## config.mk

```make
export PLATFORM = sky130hd
export DESIGN_NAME = lmba_log_unit
export DESIGN_NICKNAME = d
export VERILOG_FILES = /design/src/rtl/lmba_pkg.sv /design/src/rtl/lmba_log_unit.sv
export SDC_FILE = /design/constraint.sdc
export NUM_CORES = 2
export LEC_CHECK = 0
export ABC_AREA = 1
export BUFFER_PORTS_ARGS = -buffer_cell sky130_fd_sc_hd__buf_2
export CAP_MARGIN = 10
export CORE_AREA = 2 2 327 329
export DETAILED_ROUTE_END_ITERATION = 12
export DIE_AREA = 0 0 329 331
export PLACE_DENSITY_LB_ADDON = 0.05
export SLEW_MARGIN = 20
export SYNTH_ARGS = -nofsm -noshare
export SYNTH_HDL_FRONTEND = slang
export SYNTH_SLANG_ARGS = --single-unit
```

## constraint.sdc

```tcl
create_clock -name clk_i -period 9.2 [get_ports clk_i]
set_input_delay 1.84 -clock clk_i [delete_from_list [all_inputs] [get_ports clk_i]]
set_output_delay 1.84 -clock clk_i [all_outputs]
set_load 0.02 [all_outputs]
```

## src/rtl/lmba_pkg.sv

```systemverilog
// Package for the log mel band accumulator: sizes, constants and types.
// Used by the interface files and every RTL module.
`default_nettype none
package lmba_pkg;
  localparam int NumBands = 64;
  localparam int FftSize = 2048;
  localparam int NumFreqs = FftSize / 2 + 1;
  localparam int StoreDepth = NumBands * NumFreqs;
  localparam int AddrW = $clog2(StoreDepth);
  localparam int BandW = 6;
  localparam int BinW = 12;
  localparam int WeightW = 24;
  localparam int SumW = 52;
  localparam int MagW = 16;
  localparam logic [SumW-1:0] SumMax = {SumW{1'b1}};
  localparam logic [SumW-1:0] FloorSum = 52'd168;
  localparam logic signed [15:0] FloorLog = -16'sd11789;
  localparam logic [29:0] Ln2Q30 = 30'd744261118;

  localparam logic OpWeight = 1'b0;
  localparam logic OpBin = 1'b1;

  typedef struct packed {
    logic              operation;
    logic [BandW-1:0]  band_index;
    logic [BinW-1:0]   bin_index;
    logic [WeightW-1:0] weight_value;
    logic signed [15:0] real_part;
    logic signed [15:0] imag_part;
    logic              frame_end;
  } in_item_t;

  typedef struct packed {
    logic [BandW-1:0]   band_number;
    logic signed [15:0] log_energy;
    logic               last_band;
  } out_item_t;

  // Request and answer between the top level and the log unit.
  typedef struct packed {
    logic            start;
    logic [SumW-1:0] sum;
  } log_req_t;

  typedef struct packed {
    logic               done;
    logic signed [15:0] value;
  } log_rsp_t;
endpackage
`default_nettype wire

```

## src/rtl/lmba_log_unit.sv

```systemverilog
// Iterative natural log in Q.10 of a 52-bit Q.24 sum.
// One squaring multiplier reused for twenty rounds; depends on lmba_pkg.
`default_nettype none
module lmba_log_unit (
  input  wire logic               clk_i,
  input  wire logic               rst_ni,
  input  wire lmba_pkg::log_req_t req_i,
  output      lmba_pkg::log_rsp_t rsp_o
);
  import lmba_pkg::*;

  typedef enum logic [2:0] {
    LgIdle, LgNorm, LgSquare, LgFold, LgScale, LgRound
  } lg_state_e;

  lg_state_e        state_q;
  logic [SumW-1:0]  s_q;
  logic [5:0]       p_q;
  logic [31:0]      x_q;
  logic [63:0]      sq_q;
  logic [4:0]       round_q;
  logic [25:0]      l_q;
  logic [55:0]      u_q;
  logic signed [15:0] value_q;
  logic             done_q;

  logic [63:0] u_sum;
  logic [63:0] k_const;
  assign k_const = (64'd24 << 20) * {34'd0, Ln2Q30};
  assign u_sum = {8'd0, u_q} + (64'd1 << 39) + (64'd32768 << 40) - k_const;

  always_ff @(posedge clk_i or negedge rst_ni) begin
    if (!rst_ni) begin
      state_q <= LgIdle;
      done_q  <= 1'b0;
    end else begin
      done_q <= 1'b0;
      case (state_q)
        LgIdle: begin
          if (req_i.start) begin
            s_q <= req_i.sum;
            p_q <= 6'd51;
            if (req_i.sum < FloorSum) begin
              value_q <= FloorLog;
              done_q  <= 1'b1;
            end else begin
              state_q <= LgNorm;
            end
          end
        end
        // Walk the leading one to the top, one bit a cycle.
        LgNorm: begin
          if (s_q[SumW-1]) begin
            if (p_q >= 6'd30) x_q <= {1'b0, s_q[SumW-1 -: 31]} >> 0;
            else x_q <= {1'b0, s_q[SumW-1 -: 31]};
            l_q     <= {p_q[4:0] == 5'd0 && p_q[5] ? p_q : p_q, 20'd0};
            round_q <= 5'd19;
            state_q <= LgSquare;
          end else begin
            s_q <= s_q << 1;
            p_q <= p_q - 6'd1;
          end
        end
        LgSquare: begin
          sq_q    <= x_q * x_q;
          state_q <= LgFold;
        end
        LgFold: begin
          if (sq_q[61]) begin
            x_q <= {1'b0, sq_q[61:31]};
            l_q[round_q] <= 1'b1;
          end else begin
            x_q <= sq_q[61:30];
          end
          if (round_q == 5'd0) state_q <= LgScale;
          else begin
            round_q <= round_q - 5'd1;
            state_q <= LgSquare;
          end
        end
        LgScale: begin
          u_q     <= l_q * Ln2Q30;
          state_q <= LgRound;
        end
        LgRound: begin
          value_q <= 16'(u_sum[63:40] - 24'd32768);
          done_q  <= 1'b1;
          state_q <= LgIdle;
        end
        default: state_q <= LgIdle;
      endcase
    end
  end

  assign rsp_o.done  = done_q;
  assign rsp_o.value = value_q;
endmodule
`default_nettype wire

```

# After elaboration in Yosys (flattened, before gate mapping)
# Cells that the tools add are included.
# W data, S select, Z words.
[op_classes] bitwise=1 n_eq_ne=12 magnitude_cmp=3 n_mul=2 muxes=28 reduce_logical=15 add_sub_neg=6
[op_table] op="$mux W52" n=2
[op_table] op="$pmux W52 S2" n=1
[op_table] op="$pmux W32 S2" n=1
[op_table] op="$mul A32 B32 Y62" n=1
[op_table] op="$add A56 B40 Y56 const B" n=1
[op_table] op="$add A56 B56 Y56 const B" n=1
[op_table] op="$sub A56 B55 Y56 const B" n=1
[op_table] op="$mul A26 B29 Y55 const B" n=1
[op_table] op="$lt A52 B8 Y1 const B" n=1
[op_table] op="$mux W26" n=2
[op_table] op="$pmux W26 S2" n=1
[op_table] op="$mux W16" n=2
[op_table] op="$mux W32" n=1
[op_table] op="$pmux W16 S2" n=1
[op_table] op="$mux W31" n=1
[op_table] op="$or A26 B26 Y26" n=1
[op_table] op="$reduce_and A4 Y1" n=4
[op_table] op="$sub A16 B16 Y16 const B" n=1
[op_table] op="$pmux W3 S5" n=1
[op_table] op="$ne A2 B2 Y1 const B" n=7
[op_table] op="$mux W3" n=4
[op_table] op="$mux W6" n=2
[op_table] op="$pmux W6 S2" n=1
[op_table] op="$mux W5" n=2
[op_table] op="other kinds (17)" n=26
[word_totals] in_bits=55 register_bits=258

# Longest topological paths before layout
[depth] word_depth=7 mapped_depth=32

# Worst setup path after synthesis
# OpenSTA, ideal clock, no wires.
[synth_timing] kind="register to register" start="reg x_q[25]" end="reg sq_q[59], data pin" required_ps=8948 n_path_buf=2 arrival_ps=6468 path_stages_with_launch=27 slack_ps=2480 setup_ps=252 path_cell_list="edfxtp_1 > clkbuf_1 > buf_1 > nand2_1 > fa_1 > inv_1 > fa_1 > inv_1 > fa_1 > inv_1 > fa_1 > fa_1 > fa_1 > fa_1 > inv_1 > fa_1 > inv_1 > ha_1 > nand2_1 > nor2_1 > inv_1 > nor2_2 > nand2_1 > nor3_1 > nand2_1 > nand3_1 > nand2_1"
[synth_via] elab_chain_len=1
[synth_lines] element="start: declaration" line="lmba_log_unit.sv:19" text="logic [31:0] x_q;"
[synth_lines] element="start signal: assignment" line="lmba_log_unit.sv:54" text="if (p_q >= 6'd30) x_q <= {1'b0, s_q[SumW-1 -: 31]} >> 0;"
[synth_lines] element="start signal: assignment" line="lmba_log_unit.sv:55" text="else x_q <= {1'b0, s_q[SumW-1 -: 31]};"
[synth_lines] element="start signal: assignment" line="lmba_log_unit.sv:70" text="x_q <= {1'b0, sq_q[61:31]};"
[synth_lines] element="$mul A32 B32 Y62" line="lmba_log_unit.sv:65" text="sq_q <= x_q * x_q;"
[synth_lines] element="end signal: assignment" line="lmba_log_unit.sv:65"
[synth_lines] element="end: declaration" line="lmba_log_unit.sv:20" text="logic [63:0] sq_q;"
# No other way between the ends.
# A chain may end at the register's enable or synchronous reset.

# Worst setup path in the final report
[layout_timing] start="reg x_q[8]" end="reg sq_q[42], data pin"
# Same word-level chain as after synthesis.

==> reports/qor_table.md <==
| Result | Reported |
|---|---|
| Outcome | finished clean |
| GRT Util Overall | 28.2% |
| Source-to-sink clock delay at the later pin of the worst-skew pair | 0.58 ns |
| Maximum clock frequency | 0.127 GHz |
| Clock H-tree levels | 1 |
| Wire length of the first global-routing pass | 235000 um |
| Top cell by count, worst path | fa_1 |
| Class of the tightest hold or removal check | reg -> reg |
| Placer Congestion | 0.963 |
| Post-synthesis cell count | 6325 |
| Initial antenna violation count | 2 |
| Share of the clock period used by the worst path after layout | 85.9% |
| Largest net degree at the start of global routing | 70 |
| Aggregate negative setup slack | 0 ns |
| DR vias | 38600 |
| Cell area reported after detailed placement | 54500 sq um |
| Number of endpoints with negative hold slack in the final report | 0 |
| Arrival @ worst endpoint | 8.21 ns |
| Crit path max-delay cell type | edfxtp_1 |
| Transition time of the tightest slew-check pin | 1.13 ns |
| Critical Path Sink Type | flip-flop |
| Row count | 119 |
| TritonCTS clock tree | yes |
| Clock slew at the register clock pins of the worst setup and hold paths | 0.06 ns |
| Area of the core | 105000 sq um |
| Die Width | 329 um |
| Post-synthesis sequential area ratio | 11.6% |
| Buffers inserted by post-CTS timing repair | 0 |
| Critical-path maximum fanout | 25 |
| Resized cells post-CTS | 0 |
| Required time of the critical path | 9.51 ns |
| Worst clock skew | 0.0286 ns |
| Worst slew margin relative to its limit | 24.6% |
| Async S/R FF share, synth | 1.96% |
| Drt drc | 0 |
| Die height | 331 um |
| Final number of max-transition violations | 0 |
| Total nets after synthesis | 7985 |
| Most frequently used flop master after synthesis | edfxtp_1 |
| Uppermost signal routing layer after detailed routing | met4 |
| CTS Hold Buffers Added | 0 |
| Synth area leader | fa_1 |
| Clock tree buffer depth | 3 |
| HPWL after detailed placement | 128000 um |
| Initial DRT Pass Iterations | 6 |
| Flop2flop setup slack | 1.30 ns |
| Vias in the first global route | 41000 |
| Leading post-synthesis cells by cell area | fa_1 (39%), inv_1 (15%), ha_1 (14%) |
| Count of antenna-violating nets left after detailed routing | 0 |
| Area share of the largest cell type after synthesis | 39.1% |
| Startpoint kind of the worst setup timing path | flip-flop |
| Hold slack final | 0.520 ns |
| Count of filler cells inserted in the layout | 10300 |
| Clock net sink count | 204 |
| PortBufs | 71 |
| Hold Crit Start | s_q[18]$_DFFE_PP_ |
| Longest individual stage delay on the worst path | 0.86 ns |
| Fraction of layout instances using a drive strength above 1 | 3.22% |
| Start of the worst register-to-register path | x_q[8]$_DFFE_PP_ |
| Most frequent cell after synthesis | inv_1 |
| Relative area change from synthesis to final layout | 5.58% |
| Distinct cell type count of the synthesized netlist | 44 |
| Most common library cells after synthesis | inv_1 (2049), nand2_1 (1343), fa_1 (1025) |
| Detailed-route vias per instance | 4.98 |
| R2r worst-path depth | 23 |
| Worst path cell trace | buf_4, nand2_1, fa_1, fa_1, fa_1, fa_1, inv_1, fa_1, fa_1, fa_1, inv_1, fa_1, inv_1, ha_1, nand2_1, nor2_1, inv_1, o21ai_0, nand2_1, nand2_1, inv_1, nand4_1, nand2_1 |
| Reg-to-Reg End | sq_q[42]$_DFFE_PP_ |
| Ports | 72 |
| Unrepaired setup endpoints after global routing | no |
| Floorplan die area | 109000 sq um |
| Classification of the worst setup path | reg -> reg |
| Crit path time final | 7.90 ns |
| Final count of negative-setup-slack endpoints | 0 |
| Post-route cell area | 55400 sq um |
| Launching element of the worst setup path | x_q[8]$_DFFE_PP_ |
| Final #Nets | 8005 |
| EDFF count, synth | 200 |
| Length of routed wiring on met1 | 69500 um |
| Inserted Clock Buffers | 28 |
| Initial DRC Count | 2223 |
| Number of antenna cells inserted | 0 |
| Routed wl met3 | 6020 um |
| Average cell area after synthesis | 8.29 sq um |
| Starting density of the core | 50.0% |
| Overall routed net length | 147000 um |
| Ys Warns | 0 |
| Cell at the root of the clock tree | clkbuf_16 |
| Total overflow reported by the global router | 0 |
| Number of synthesized register bits | 204 |
| Max cap viols | 0 |
| Met2 Routed Length | 68900 um |
| Final routed wire length divided by cell count | 19.0 um |
| End of the critical path | sq_q[42]$_DFFE_PP_ |
| Netlist area before placement | 52500 sq um |
-- area by class of cell --
type / count / area [sq um] / area share [%]
Sequential cell: 204 / 6110 / 11.0
Inverter: 2055 / 7710 / 13.9
Tap cell: 1391 / 1740 / 3.14
Clock inverter: 17 / 160 / 0.289
Clock buffer: 35 / 747 / 1.35
Multi-Input combinational cell: 3937 / 38200 / 68.9
Timing Repair Buffer: 119 / 743 / 1.34
-- metrics by stage --
| stage | worst slack (ns) | utilization (%) | std cells |
|---|---|---|---|
| 2_1_floorplan | 2.48 | - | 6325 |
| 3_3_place_gp | 1.33 | 51.9 | 7704 |
| 3_5_place_dp | 1.32 | 51.9 | 7705 |
| 4_1_cts | 1.29 | 52.7 | 7757 |
| 5_1_grt | 1.03 | 52.8 | 7758 |
| 6_report | 1.30 | 52.8 | 7758 |
-- layout by cell type, fill, tap and decap left out, types with 27 or more instances in the layout --
cell type / count
o21ai_0: 119
o211ai_1: 31
nand2_1: 1343
nand3_1: 117
a21oi_1: 175
fa_1: 1025
buf_4: 45
o21bai_1: 28
ha_1: 580
buf_2: 71
xor2_1: 36
o22ai_1: 27
nor3_1: 28
nand4_1: 46
clkbuf_16: 28
edfxtp_1: 200
inv_1: 2049
nor2_1: 265
-- sequential cells by signal, summed over array words and instances (netlist names), 3 cells and up --
signal and cells:
l_q 26, p_q 6, round_q 5, s_q 52, sq_q 32, state_q 3
u_q 32, value_q 16, x_q 31
-- metal layers --
layer / vias to the layer above / track usage (%)
met5: - / 0
met2: 762 / 46.6
met1: 19200 / 41.4
li1: 18500 / -
met4: 0 / 4.89
met3: 122 / 2.11
-- worst min-delay path by stage --
stage,end,cells after the start
global route,s_q[19]$_DFFE_PP_,2
finish,s_q[19]$_DFFE_PP_,2
floorplan,s_q[12]$_DFFE_PP_,2
CTS,s_q[21]$_DFFE_PP_,2
global placement,s_q[14]$_DFFE_PP_,2
detailed placement,s_q[21]$_DFFE_PP_,2
-- kinds of logic after synthesis --
family	share of synthesized area (%)
buffers and inverters	15.7
and+or+nand+nor	14.0
adders and majority gates	53.0
xor gates and xnor gates	0.985
AOI/OAI and AO/OA	4.76
DFF	11.6
-- critical path, delay by kind of cell, from the launching register on --
kind | cells | cell delay [ns]
AO/OA/AOI/OAI | 1 | 0.41
adder cells (fa/ha/maj) | 9 | 4.47
buffers and inverters | 6 | 0.88
flip-flops | 1 | 0.86
AND/OR/NAND/NOR | 7 | 0.98
Power is left out: the tool's default activity adds up to more than one toggle a clock period on the data nets, which glitch-free logic cannot reach.
